**src/hw/rtl/lpps_pkg.sv**
```systemverilog
// Shared types, constants and register codes of the line-position PID steering block.
package lpps_pkg;

   localparam int SENSOR_COUNT_DEF  = 8;
   localparam int WINDOW_LENGTH_DEF = 6;
   localparam int SAMPLE_BITS_DEF   = 12;

   localparam int INPUT_COUNT    = 8;
   localparam int THRESH_PER_REG = 4;
   localparam int CSR_DATA_W     = 48;
   localparam int CSR_INDEX_W    = 3;
   localparam int ERR_W          = 11;
   localparam int POS_OUT_W      = 10;
   localparam int GAIN_W         = 16;
   localparam int SPEED_W        = 8;
   localparam int CORR_W         = 16;
   localparam int POS_STEP       = 100;
   localparam int QUEUE_DEPTH    = 4;
   localparam int RSP_DATA_W     = 48;

   localparam logic [GAIN_W-1:0]    GAIN_P_RST     = 16'd82;
   localparam logic [GAIN_W-1:0]    GAIN_I_RST     = 16'd0;
   localparam logic [GAIN_W-1:0]    GAIN_D_RST     = 16'd1651;
   localparam logic [POS_OUT_W-1:0] TARGET_POS_RST = 10'd400;
   localparam logic [SPEED_W-1:0]   BASE_SPEED_RST = 8'd95;

   typedef enum logic [CSR_INDEX_W-1:0] {
      REG_THRESH_A   = 3'd0,
      REG_THRESH_B   = 3'd1,
      REG_GAIN_P     = 3'd2,
      REG_GAIN_I     = 3'd3,
      REG_GAIN_D     = 3'd4,
      REG_TARGET_POS = 3'd5,
      REG_BASE_SPEED = 3'd6
   } csr_index_type;

   typedef struct packed {
      logic signed [ERR_W-1:0] err;
      logic [POS_OUT_W-1:0]    position;
   } item_type;

   typedef struct packed {
      logic [GAIN_W-1:0]  gain_p;
      logic [GAIN_W-1:0]  gain_i;
      logic [GAIN_W-1:0]  gain_d;
      logic [SPEED_W-1:0] base_speed;
   } pid_cfg_type;

endpackage

```
**src/hw/rtl/lpps_front.sv**
```systemverilog
// Front end: thresholds the sensor frame, tracks polarity and forms position and error.
module lpps_front #(
   parameter int SENSOR_COUNT = lpps_pkg::SENSOR_COUNT_DEF,
   parameter int SAMPLE_BITS  = lpps_pkg::SAMPLE_BITS_DEF
) (
   input  logic                                         clock,
   input  logic                                         reset,
   input  logic                                         frame_valid,
   output logic                                         frame_ready,
   input  logic [lpps_pkg::INPUT_COUNT*SAMPLE_BITS-1:0] samples,
   input  logic [lpps_pkg::CSR_DATA_W-1:0]              thresholds_a,
   input  logic [lpps_pkg::CSR_DATA_W-1:0]              thresholds_b,
   input  logic [lpps_pkg::POS_OUT_W-1:0]               target_position,
   input  logic                                         queue_full,
   output logic                                         push,
   output lpps_pkg::item_type                           item
);

   localparam int TH_W   = lpps_pkg::THRESH_PER_REG * SAMPLE_BITS;
   localparam int CNT_W  = $clog2(SENSOR_COUNT + 1);
   localparam int POS_W  = $clog2(lpps_pkg::POS_STEP * SENSOR_COUNT + 1);
   localparam int DIFF_W = ((POS_W > lpps_pkg::POS_OUT_W) ? POS_W : lpps_pkg::POS_OUT_W) + 1;

   logic [TH_W-1:0]         thr_a_ext;
   logic [TH_W-1:0]         thr_b_ext;
   logic [SENSOR_COUNT-1:0] line;
   logic [CNT_W-1:0]        lines;
   logic [CNT_W-1:0]        count;
   logic [POS_W-1:0]        position;
   logic [DIFF_W-1:0]       diff;
   logic                    polarity_ff;
   logic                    polarity_in;

   assign thr_a_ext = TH_W'(thresholds_a);
   assign thr_b_ext = TH_W'(thresholds_b);

   for (genvar i = 0; i < SENSOR_COUNT; i++) begin : g_sensor
      if (i < lpps_pkg::THRESH_PER_REG) begin : g_reg_a
         assign line[i] = !(samples[i*SAMPLE_BITS +: SAMPLE_BITS] >
                            thr_a_ext[i*SAMPLE_BITS +: SAMPLE_BITS]);
      end else if (i < lpps_pkg::INPUT_COUNT) begin : g_reg_b
         assign line[i] = !(samples[i*SAMPLE_BITS +: SAMPLE_BITS] >
            thr_b_ext[(i - lpps_pkg::THRESH_PER_REG)*SAMPLE_BITS +: SAMPLE_BITS]);
      end else begin : g_absent
         // missing sensors read zero against a zero threshold
         assign line[i] = 1'b1;
      end
   end

   always_comb begin
      lines = '0;
      for (int i = 0; i < SENSOR_COUNT; i++) begin
         lines = lines + CNT_W'(line[i]);
      end
   end

   always_comb begin
      if (!line[0] && line[SENSOR_COUNT-1]) begin
         polarity_in = 1'b1;
      end else if (line[0] && !line[SENSOR_COUNT-1]) begin
         polarity_in = 1'b0;
      end else begin
         polarity_in = polarity_ff;
      end
   end

   assign count    = polarity_in ? lines : CNT_W'(SENSOR_COUNT) - lines;
   assign position = POS_W'(lpps_pkg::POS_STEP) * POS_W'(count);
   assign diff     = DIFF_W'(target_position) - DIFF_W'(position);

   assign frame_ready   = !queue_full;
   assign push          = frame_valid && frame_ready;
   assign item.err      = diff[lpps_pkg::ERR_W-1:0];
   assign item.position = lpps_pkg::POS_OUT_W'(position);

   always_ff @(posedge clock) begin
      if (reset) begin
         polarity_ff <= 1'b1;
      end else if (push) begin
         polarity_ff <= polarity_in;
      end
   end

endmodule

```
**src/hw/rtl/lpps_queue.sv**
```systemverilog
// Short queue that decouples the front end from the PID back end.
module lpps_queue #(
   parameter int DEPTH = lpps_pkg::QUEUE_DEPTH
) (
   input  logic               clock,
   input  logic               reset,
   input  logic               push,
   input  lpps_pkg::item_type push_item,
   output logic               full,
   input  logic               pop,
   output logic               empty,
   output lpps_pkg::item_type pop_item
);

   localparam int PTR_W = $clog2(DEPTH);
   localparam int CNT_W = $clog2(DEPTH + 1);

   lpps_pkg::item_type entry_ff [DEPTH];
   logic [PTR_W-1:0]   wr_ptr_ff;
   logic [PTR_W-1:0]   wr_ptr_in;
   logic [PTR_W-1:0]   rd_ptr_ff;
   logic [PTR_W-1:0]   rd_ptr_in;
   logic [CNT_W-1:0]   fill_ff;
   logic [CNT_W-1:0]   fill_in;

   assign full     = (fill_ff == CNT_W'(DEPTH));
   assign empty    = (fill_ff == '0);
   assign pop_item = entry_ff[rd_ptr_ff];

   always_comb begin
      wr_ptr_in = wr_ptr_ff;
      rd_ptr_in = rd_ptr_ff;
      fill_in   = fill_ff;
      if (push) begin
         wr_ptr_in = (wr_ptr_ff == PTR_W'(DEPTH - 1)) ? '0 : wr_ptr_ff + 1'b1;
      end
      if (pop) begin
         rd_ptr_in = (rd_ptr_ff == PTR_W'(DEPTH - 1)) ? '0 : rd_ptr_ff + 1'b1;
      end
      if (push && !pop) begin
         fill_in = fill_ff + 1'b1;
      end else if (pop && !push) begin
         fill_in = fill_ff - 1'b1;
      end
   end

   always_ff @(posedge clock) begin
      if (reset) begin
         wr_ptr_ff <= '0;
         rd_ptr_ff <= '0;
         fill_ff   <= '0;
      end else begin
         wr_ptr_ff <= wr_ptr_in;
         rd_ptr_ff <= rd_ptr_in;
         fill_ff   <= fill_in;
      end
   end

   always_ff @(posedge clock) begin
      if (push) begin
         entry_ff[wr_ptr_ff] <= push_item;
      end
   end

endmodule

```
**src/hw/rtl/lpps_back.sv**
```systemverilog
// Back end: error window, PID products, correction and wheel speed clamps.
module lpps_back #(
   parameter int WINDOW_LENGTH = lpps_pkg::WINDOW_LENGTH_DEF
) (
   input  logic                             clock,
   input  logic                             reset,
   input  logic                             in_valid,
   output logic                             in_pop,
   input  lpps_pkg::item_type               in_item,
   input  lpps_pkg::pid_cfg_type            cfg,
   output logic                             out_valid,
   input  logic                             out_ready,
   output logic [lpps_pkg::SPEED_W-1:0]     left_drive,
   output logic [lpps_pkg::SPEED_W-1:0]     right_drive,
   output logic [lpps_pkg::CORR_W-1:0]      correction,
   output logic [lpps_pkg::POS_OUT_W-1:0]   line_position
);

   localparam int HIST_LEN = WINDOW_LENGTH - 1;
   localparam int ERR_W    = lpps_pkg::ERR_W;
   localparam int GAIN_W   = lpps_pkg::GAIN_W;
   localparam int INT_W    = ERR_W + $clog2(WINDOW_LENGTH);
   localparam int PP_W     = GAIN_W + 1 + ERR_W;
   localparam int PI_W     = GAIN_W + 1 + INT_W;
   localparam int PD_W     = GAIN_W + 2 + ERR_W;
   localparam int ACC_W    = GAIN_W + INT_W + 3;
   localparam int Q_W      = ACC_W - 8;
   localparam int CORR_W   = lpps_pkg::CORR_W;
   localparam int SPD_W    = CORR_W + 2;
   localparam int SPEED_W  = lpps_pkg::SPEED_W;

   localparam logic signed [Q_W-1:0]   CORR_MAX  = Q_W'(32767);
   localparam logic signed [Q_W-1:0]   CORR_MIN  = -Q_W'(32768);
   localparam logic signed [SPD_W-1:0] SPEED_TOP = SPD_W'(255);

   // error window taps, newest first, and their running sum
   logic signed [ERR_W-1:0] hist_ff [HIST_LEN];
   logic signed [INT_W-1:0] sum_ff;
   logic signed [INT_W-1:0] sum_in;
   logic signed [INT_W-1:0] integ;
   logic signed [ERR_W:0]   deriv;
   logic signed [GAIN_W:0]  gp;
   logic signed [GAIN_W:0]  gi;
   logic signed [GAIN_W:0]  gd;
   logic signed [PP_W-1:0]  prod_p_in;
   logic signed [PI_W-1:0]  prod_i_in;
   logic signed [PD_W-1:0]  prod_d_in;

   logic                            a_valid_ff;
   logic                            a_advance;
   logic signed [PP_W-1:0]          prod_p_ff;
   logic signed [PI_W-1:0]          prod_i_ff;
   logic signed [PD_W-1:0]          prod_d_ff;
   logic [lpps_pkg::POS_OUT_W-1:0]  pos_a_ff;

   logic signed [ACC_W-1:0] acc;
   logic signed [ACC_W-1:0] acc_adj;
   logic signed [Q_W-1:0]   quot;
   logic signed [CORR_W-1:0] corr;
   logic signed [SPD_W-1:0] base_x;
   logic signed [SPD_W-1:0] left_raw;
   logic signed [SPD_W-1:0] right_raw;
   logic [SPEED_W-1:0]      left_sat;
   logic [SPEED_W-1:0]      right_sat;

   logic                            b_valid_ff;
   logic                            b_advance;
   logic [SPEED_W-1:0]              left_ff;
   logic [SPEED_W-1:0]              right_ff;
   logic [CORR_W-1:0]               corr_ff;
   logic [lpps_pkg::POS_OUT_W-1:0]  pos_b_ff;

   // stage handshakes: advance when the stage ahead is empty or draining
   assign b_advance = !b_valid_ff || out_ready;
   assign a_advance = !a_valid_ff || b_advance;
   assign in_pop    = in_valid && a_advance;

   assign integ  = INT_W'(in_item.err) + sum_ff;
   assign deriv  = (ERR_W+1)'(in_item.err) - (ERR_W+1)'(hist_ff[0]);
   assign sum_in = sum_ff + INT_W'(in_item.err) - INT_W'(hist_ff[HIST_LEN-1]);

   assign gp = $signed({1'b0, cfg.gain_p});
   assign gi = $signed({1'b0, cfg.gain_i});
   assign gd = $signed({1'b0, cfg.gain_d});

   assign prod_p_in = gp * in_item.err;
   assign prod_i_in = gi * integ;
   assign prod_d_in = gd * deriv;

   always_ff @(posedge clock) begin
      if (reset) begin
         sum_ff <= '0;
         for (int k = 0; k < HIST_LEN; k++) begin
            hist_ff[k] <= '0;
         end
      end else if (in_pop) begin
         sum_ff     <= sum_in;
         hist_ff[0] <= in_item.err;
         for (int k = 1; k < HIST_LEN; k++) begin
            hist_ff[k] <= hist_ff[k-1];
         end
      end
   end

   always_ff @(posedge clock) begin
      if (reset) begin
         a_valid_ff <= 1'b0;
      end else if (a_advance) begin
         a_valid_ff <= in_valid;
      end
   end

   always_ff @(posedge clock) begin
      if (in_pop) begin
         prod_p_ff <= prod_p_in;
         prod_i_ff <= prod_i_in;
         prod_d_ff <= prod_d_in;
         pos_a_ff  <= in_item.position;
      end
   end

   // divide by 256 rounding toward zero: bias negative sums by 255 first
   assign acc     = prod_p_ff + prod_i_ff + prod_d_ff;
   assign acc_adj = acc + $signed({{(ACC_W-8){1'b0}}, {8{acc[ACC_W-1]}}});
   assign quot    = acc_adj[ACC_W-1:8];

   always_comb begin
      if (quot > CORR_MAX) begin
         corr = CORR_W'(CORR_MAX);
      end else if (quot < CORR_MIN) begin
         corr = CORR_W'(CORR_MIN);
      end else begin
         corr = quot[CORR_W-1:0];
      end
   end

   assign base_x    = $signed({{(SPD_W-SPEED_W){1'b0}}, cfg.base_speed});
   assign left_raw  = base_x - corr;
   assign right_raw = base_x + corr;

   always_comb begin
      if (left_raw[SPD_W-1]) begin
         left_sat = '0;
      end else if (left_raw > SPEED_TOP) begin
         left_sat = '1;
      end else begin
         left_sat = left_raw[SPEED_W-1:0];
      end
      if (right_raw[SPD_W-1]) begin
         right_sat = '0;
      end else if (right_raw > SPEED_TOP) begin
         right_sat = '1;
      end else begin
         right_sat = right_raw[SPEED_W-1:0];
      end
   end

   always_ff @(posedge clock) begin
      if (reset) begin
         b_valid_ff <= 1'b0;
      end else if (b_advance) begin
         b_valid_ff <= a_valid_ff;
      end
   end

   always_ff @(posedge clock) begin
      if (b_advance && a_valid_ff) begin
         left_ff  <= left_sat;
         right_ff <= right_sat;
         corr_ff  <= corr;
         pos_b_ff <= pos_a_ff;
      end
   end

   assign out_valid     = b_valid_ff;
   assign left_drive    = left_ff;
   assign right_drive   = right_ff;
   assign correction    = corr_ff;
   assign line_position = pos_b_ff;

endmodule

```
**src/hw/rtl/line_position_pid_steering.sv**
```systemverilog
// Line-position PID steering: takes one frame of eight reflectance samples per
// word on req_ and returns one word on rsp_ with the two wheel drives, the PID
// correction and the line position. A new frame is taken every clock cycle while
// the queue has room; a frame's result passes the queue write, the product stage
// and the correction stage before it leaves on rsp_. A four-word queue sits
// between the thresholding front end and the PID back end, so req_tready drops
// only after the result side has stalled long enough to fill it. Configuration
// words on csr_ are taken on any cycle and should be written only while idle.
module line_position_pid_steering #(
   parameter int SENSOR_COUNT  = lpps_pkg::SENSOR_COUNT_DEF,
   parameter int WINDOW_LENGTH = lpps_pkg::WINDOW_LENGTH_DEF,
   parameter int SAMPLE_BITS   = lpps_pkg::SAMPLE_BITS_DEF,
   localparam int REQ_DATA_W   = ((lpps_pkg::INPUT_COUNT * SAMPLE_BITS + 7) / 8) * 8
) (
   input  logic                                 clock,
   input  logic                                 reset,
   input  logic                                 req_tvalid,
   output logic                                 req_tready,
   // sample_0 .. sample_7, SAMPLE_BITS each, from the low bits up
   input  logic [REQ_DATA_W-1:0]                req_tdata,
   output logic                                 rsp_tvalid,
   input  logic                                 rsp_tready,
   // left_drive[7:0], right_drive[15:8], correction[31:16], line_position[41:32]
   output logic [lpps_pkg::RSP_DATA_W-1:0]      rsp_tdata,
   input  logic                                 csr_valid,
   output logic                                 csr_ready,
   input  logic [lpps_pkg::CSR_INDEX_W-1:0]     csr_index,
   input  logic [lpps_pkg::CSR_DATA_W-1:0]      csr_data
);

   localparam int SAMPLES_W = lpps_pkg::INPUT_COUNT * SAMPLE_BITS;
   localparam int PAD_W     = lpps_pkg::RSP_DATA_W - 2*lpps_pkg::SPEED_W
                              - lpps_pkg::CORR_W - lpps_pkg::POS_OUT_W;

   logic [lpps_pkg::CSR_DATA_W-1:0] thresh_a_ff;
   logic [lpps_pkg::CSR_DATA_W-1:0] thresh_b_ff;
   logic [lpps_pkg::POS_OUT_W-1:0]  target_ff;
   lpps_pkg::pid_cfg_type           cfg_ff;

   logic                            push;
   logic                            queue_full;
   logic                            queue_empty;
   logic                            pop;
   lpps_pkg::item_type              push_item;
   lpps_pkg::item_type              pop_item;

   logic [lpps_pkg::SPEED_W-1:0]    left_drive;
   logic [lpps_pkg::SPEED_W-1:0]    right_drive;
   logic [lpps_pkg::CORR_W-1:0]     correction;
   logic [lpps_pkg::POS_OUT_W-1:0]  line_position;

   assign csr_ready = 1'b1;

   always_ff @(posedge clock) begin
      if (reset) begin
         thresh_a_ff       <= '0;
         thresh_b_ff       <= '0;
         target_ff         <= lpps_pkg::TARGET_POS_RST;
         cfg_ff.gain_p     <= lpps_pkg::GAIN_P_RST;
         cfg_ff.gain_i     <= lpps_pkg::GAIN_I_RST;
         cfg_ff.gain_d     <= lpps_pkg::GAIN_D_RST;
         cfg_ff.base_speed <= lpps_pkg::BASE_SPEED_RST;
      end else if (csr_valid && csr_ready) begin
         case (csr_index)
            lpps_pkg::REG_THRESH_A:   thresh_a_ff       <= csr_data;
            lpps_pkg::REG_THRESH_B:   thresh_b_ff       <= csr_data;
            lpps_pkg::REG_GAIN_P:     cfg_ff.gain_p     <= csr_data[lpps_pkg::GAIN_W-1:0];
            lpps_pkg::REG_GAIN_I:     cfg_ff.gain_i     <= csr_data[lpps_pkg::GAIN_W-1:0];
            lpps_pkg::REG_GAIN_D:     cfg_ff.gain_d     <= csr_data[lpps_pkg::GAIN_W-1:0];
            lpps_pkg::REG_TARGET_POS: target_ff         <= csr_data[lpps_pkg::POS_OUT_W-1:0];
            lpps_pkg::REG_BASE_SPEED: cfg_ff.base_speed <= csr_data[lpps_pkg::SPEED_W-1:0];
            default: begin
               // drop writes to unknown registers
            end
         endcase
      end
   end

   lpps_front #(
      .SENSOR_COUNT (SENSOR_COUNT),
      .SAMPLE_BITS  (SAMPLE_BITS)
   ) u_front (
      .clock           (clock),
      .reset           (reset),
      .frame_valid     (req_tvalid),
      .frame_ready     (req_tready),
      .samples         (req_tdata[SAMPLES_W-1:0]),
      .thresholds_a    (thresh_a_ff),
      .thresholds_b    (thresh_b_ff),
      .target_position (target_ff),
      .queue_full      (queue_full),
      .push            (push),
      .item            (push_item)
   );

   lpps_queue #(
      .DEPTH (lpps_pkg::QUEUE_DEPTH)
   ) u_queue (
      .clock     (clock),
      .reset     (reset),
      .push      (push),
      .push_item (push_item),
      .full      (queue_full),
      .pop       (pop),
      .empty     (queue_empty),
      .pop_item  (pop_item)
   );

   lpps_back #(
      .WINDOW_LENGTH (WINDOW_LENGTH)
   ) u_back (
      .clock         (clock),
      .reset         (reset),
      .in_valid      (!queue_empty),
      .in_pop        (pop),
      .in_item       (pop_item),
      .cfg           (cfg_ff),
      .out_valid     (rsp_tvalid),
      .out_ready     (rsp_tready),
      .left_drive    (left_drive),
      .right_drive   (right_drive),
      .correction    (correction),
      .line_position (line_position)
   );

   assign rsp_tdata = {{PAD_W{1'b0}}, line_position, correction, right_drive, left_drive};

endmodule

```
**config.mk**
```make
export PLATFORM = sky130hd
export DESIGN_NAME = line_position_pid_steering
export DESIGN_NICKNAME = d
export VERILOG_FILES = /design/src/hw/rtl/lpps_pkg.sv /design/src/hw/rtl/lpps_front.sv /design/src/hw/rtl/lpps_queue.sv /design/src/hw/rtl/lpps_back.sv /design/src/hw/rtl/line_position_pid_steering.sv
export SDC_FILE = /design/constraint.sdc
export NUM_CORES = 2
export LEC_CHECK = 0
export ABC_AREA = 0
export BUFFER_PORTS_ARGS = -buffer_cell sky130_fd_sc_hd__buf_2
export CAP_MARGIN = 20
export CORE_MARGIN = 2
export CORE_UTILIZATION = 50
export DETAILED_ROUTE_END_ITERATION = 16
export PLACE_DENSITY = 0.65
export SYNTH_ARGS = -nofsm -noshare
export SYNTH_HDL_FRONTEND = slang
export SYNTH_SLANG_ARGS = --single-unit
```
**constraint.sdc**
```tcl
create_clock -name clock -period 13.7 [get_ports clock]
set_input_delay 2.74 -clock clock [delete_from_list [all_inputs] [get_ports clock]]
set_output_delay 2.74 -clock clock [all_outputs]
set_load 0.02 [all_outputs]
```
==> run metrics <==
ys async rst share 0%; post-CTS resize count 0; CTS Root Cell clkbuf_16; # nets final approximately 5900; DP HPWL between 80000 and 90000 um; top cells by area, synth fa_1 22%, edfxtp_1 18%, ha_1 14%, dfxtp_1 8.6%, inv_1 6.2%; part of the cycle the worst path needs between 70% and 80%; GR Util All Layers about a quarter; CTS clk-pin slew, worst paths ~60 ps; setup repair after global routing missed its margin no; wl on met1 47430 um; DR pass1 iterations 5; post-synth cell types 86; # clock sinks 455; top-area cell type share of the netlist area 21.78%; slowest CP cell mux4_2; Mapped Avg Cell Area ~9.5 um2; status finished, final reports clean; Post-CTS Hold Buffers 0; CP max stage delay about 730 ps; vias 31560; DR WL/cell 18.18 um; Critical Path Sink Type register; share of cells above drive strength 1 just over 8%; FMAX around 0.097 GHz; FF+latch count, synth 455; number of synthesized flops with an enable pin approximately 270; largest net degree at the start of global routing 85; area growth from synthesis to layout 8.912%; Antenna Nets Post-Route 0; H-tree depth 2; Fin Setup TNS 0 ps; Final Wtd Congestion roughly 0.9; I/O pin count a little over 200; Post-Route WL approximately 110000 um; Critical Path RT around 14000 ps; number of global-route vias before repair about 31000; min cycle time layout just over 10000 ps; Setup Fix Bufs, Post-CTS 0; critical path type register to register; Die Width 300.1 um; Crit path top cell by count a21oi_1; Setup crit start kind register; Seq/Total Area, Yosys a little over a quarter; worst min path class register to register; deepest clock path buffer count 3; first-pass GRT wire length about 170000 um; Post-Syn Instances between 4000 and 5000; Hold Vio Cnt, Final 0; die height about 300 um; Worst Clk Skew 24.44 ps; Main synth FF type edfxtp_1; clk_lat worst skew 620 ps; Worst-Margin Slew ~1200 ps; total CTS buffers around 50; area leader, netlist fa_1; dpl ws between 3000 and 4000 ps; commonest cells in the netlist 730 x inv_1, 711 x nand2_1, 482 x ha_1; Vias/cell around 5.3; core area 86890 um2; CTS tree done; CP arrival about 11000 ps; Max Cap Viol 0; WL met2 a little under 50000 um; FP Rows 108; DRC viols 0; die area around 90000 um2; worst-path fanout max 18; Cell Area, Synth around 44000 um2; synth warn 0; count leader, synth inv_1; gr ovfl total 0; Worst Slack Setup Final around 3400 ps; Placed Cells slightly below 6000; final slew viol count 0; IO Port Bufs 193; initial core utilization between 50% and 60%; Rel. slew slack a little under a quarter; final setup fails 0; drt initial violations around 2000; routed wl met3 approximately 7400 um; fin cells 5944; highest routed metal layer met5; initial antenna violation count 9
final cells by class:
type | count | area [um2]
fillers | 7836 | 39140
diodes | 6 | 15.01
flip-flops and latches | 455 | 11780
clock inverters | 18 | 224.0
repair buffers | 236 | 1329
clock buffers | 77 | 1495
inverters | 731 | 2746
well taps | 1155 | 1445
multi-input cells | 3266 | 28720
layout by cell type (no fill, tap or decap), drive strengths merged, types with 29 or more instances in the layout:
cell    synthesis  final
dfxtp         188    188
edfxtp        267    267
a21oi         318    318
ha            482    482
xnor2         113    113
a21o           70     70
xor2           42     42
inv           730    731
clkbuf        155     78
fa            477    477
nor3           60     60
and2          286    286
nand2b         70     70
o21bai         31     31
nand3          37     37
o21ai          80     80
nand4          29     29
nor2          114    114
nand2         711    711
nor2b          37     37
buf            21    235
cells by family after synthesis:
| kind of cell | share of synthesized area [%] |
|---|---|
| flops | 26.87 |
| buf+inv | 7.842 |
| other cells | 0.01713 |
| compound gates | 9.531 |
| fa+ha+maj | 35.58 |
| xor+xnor | 3.096 |
| mux | 1.119 |
| simple gates | 15.94 |
state kept, by name (all words and copies together), names as in the netlist, 10 cells and up, named ones only:
signal and cells:
u_back.correction 16, u_queue.entry_ff 76, u_back.prod_i_ff 31, target_ff 10, cfg_ff 56, u_back.prod_d_ff 29, u_back.prod_p_ff 28, u_back.sum_ff 14
thresh_b_ff 48, u_back.hist_ff 55, thresh_a_ff 48
final timing paths:
check                                                  start                                end  slack [ps]  depth (start not counted)
worst max-delay path                                register     u_back.prod_i_ff[29]$_DFFE_PP_        3420                         37
worst min register to register  u_back.pos_a_ff[9]$_DFFE_PP_  u_back.line_position[9]$_DFFE_PP_         420                          0
worst max register to register                      register     u_back.prod_i_ff[29]$_DFFE_PP_        3420                         37
worst min-delay path            u_back.pos_a_ff[9]$_DFFE_PP_  u_back.line_position[9]$_DFFE_PP_         420                          0
critical path, delay by kind of cell (launching register included):
family,cells,cell delay (ps)
AO/OA/AOI/OAI,15,3070
adder cells (fa/ha/maj),9,4050
XOR/XNOR,2,210
multiplexers,1,730
AND/OR/NAND/NOR,5,480
buffers and inverters,5,760
flip-flops,1,690
through the flow:
step / hold slack, ps / util [%] / instance area, um2
after floorplan: 400.3 / - / 43870
after global placement: 406.5 / 52.89 / 45960
after detailed placement: 410.5 / 52.89 / 45960
after CTS: 426.2 / 54.87 / 47670
after global routing: 433.8 / 54.96 / 47750
final: 425.0 / 54.96 / 47750
layer usage:
| layer | vias to the layer above | GRT usage [%] |
|---|---|---|
| met3 | 151 | 4.177 |
| met1 | 15250 | 33.09 |
| met2 | 917 | 39.82 |
| met5 | - | 0 |
| met4 | 8 | 8.250 |
| li1 | 15240 | - |
Power is left out: the tool's default activity adds up to more than one toggle a clock period on the data nets, which glitch-free logic cannot reach.
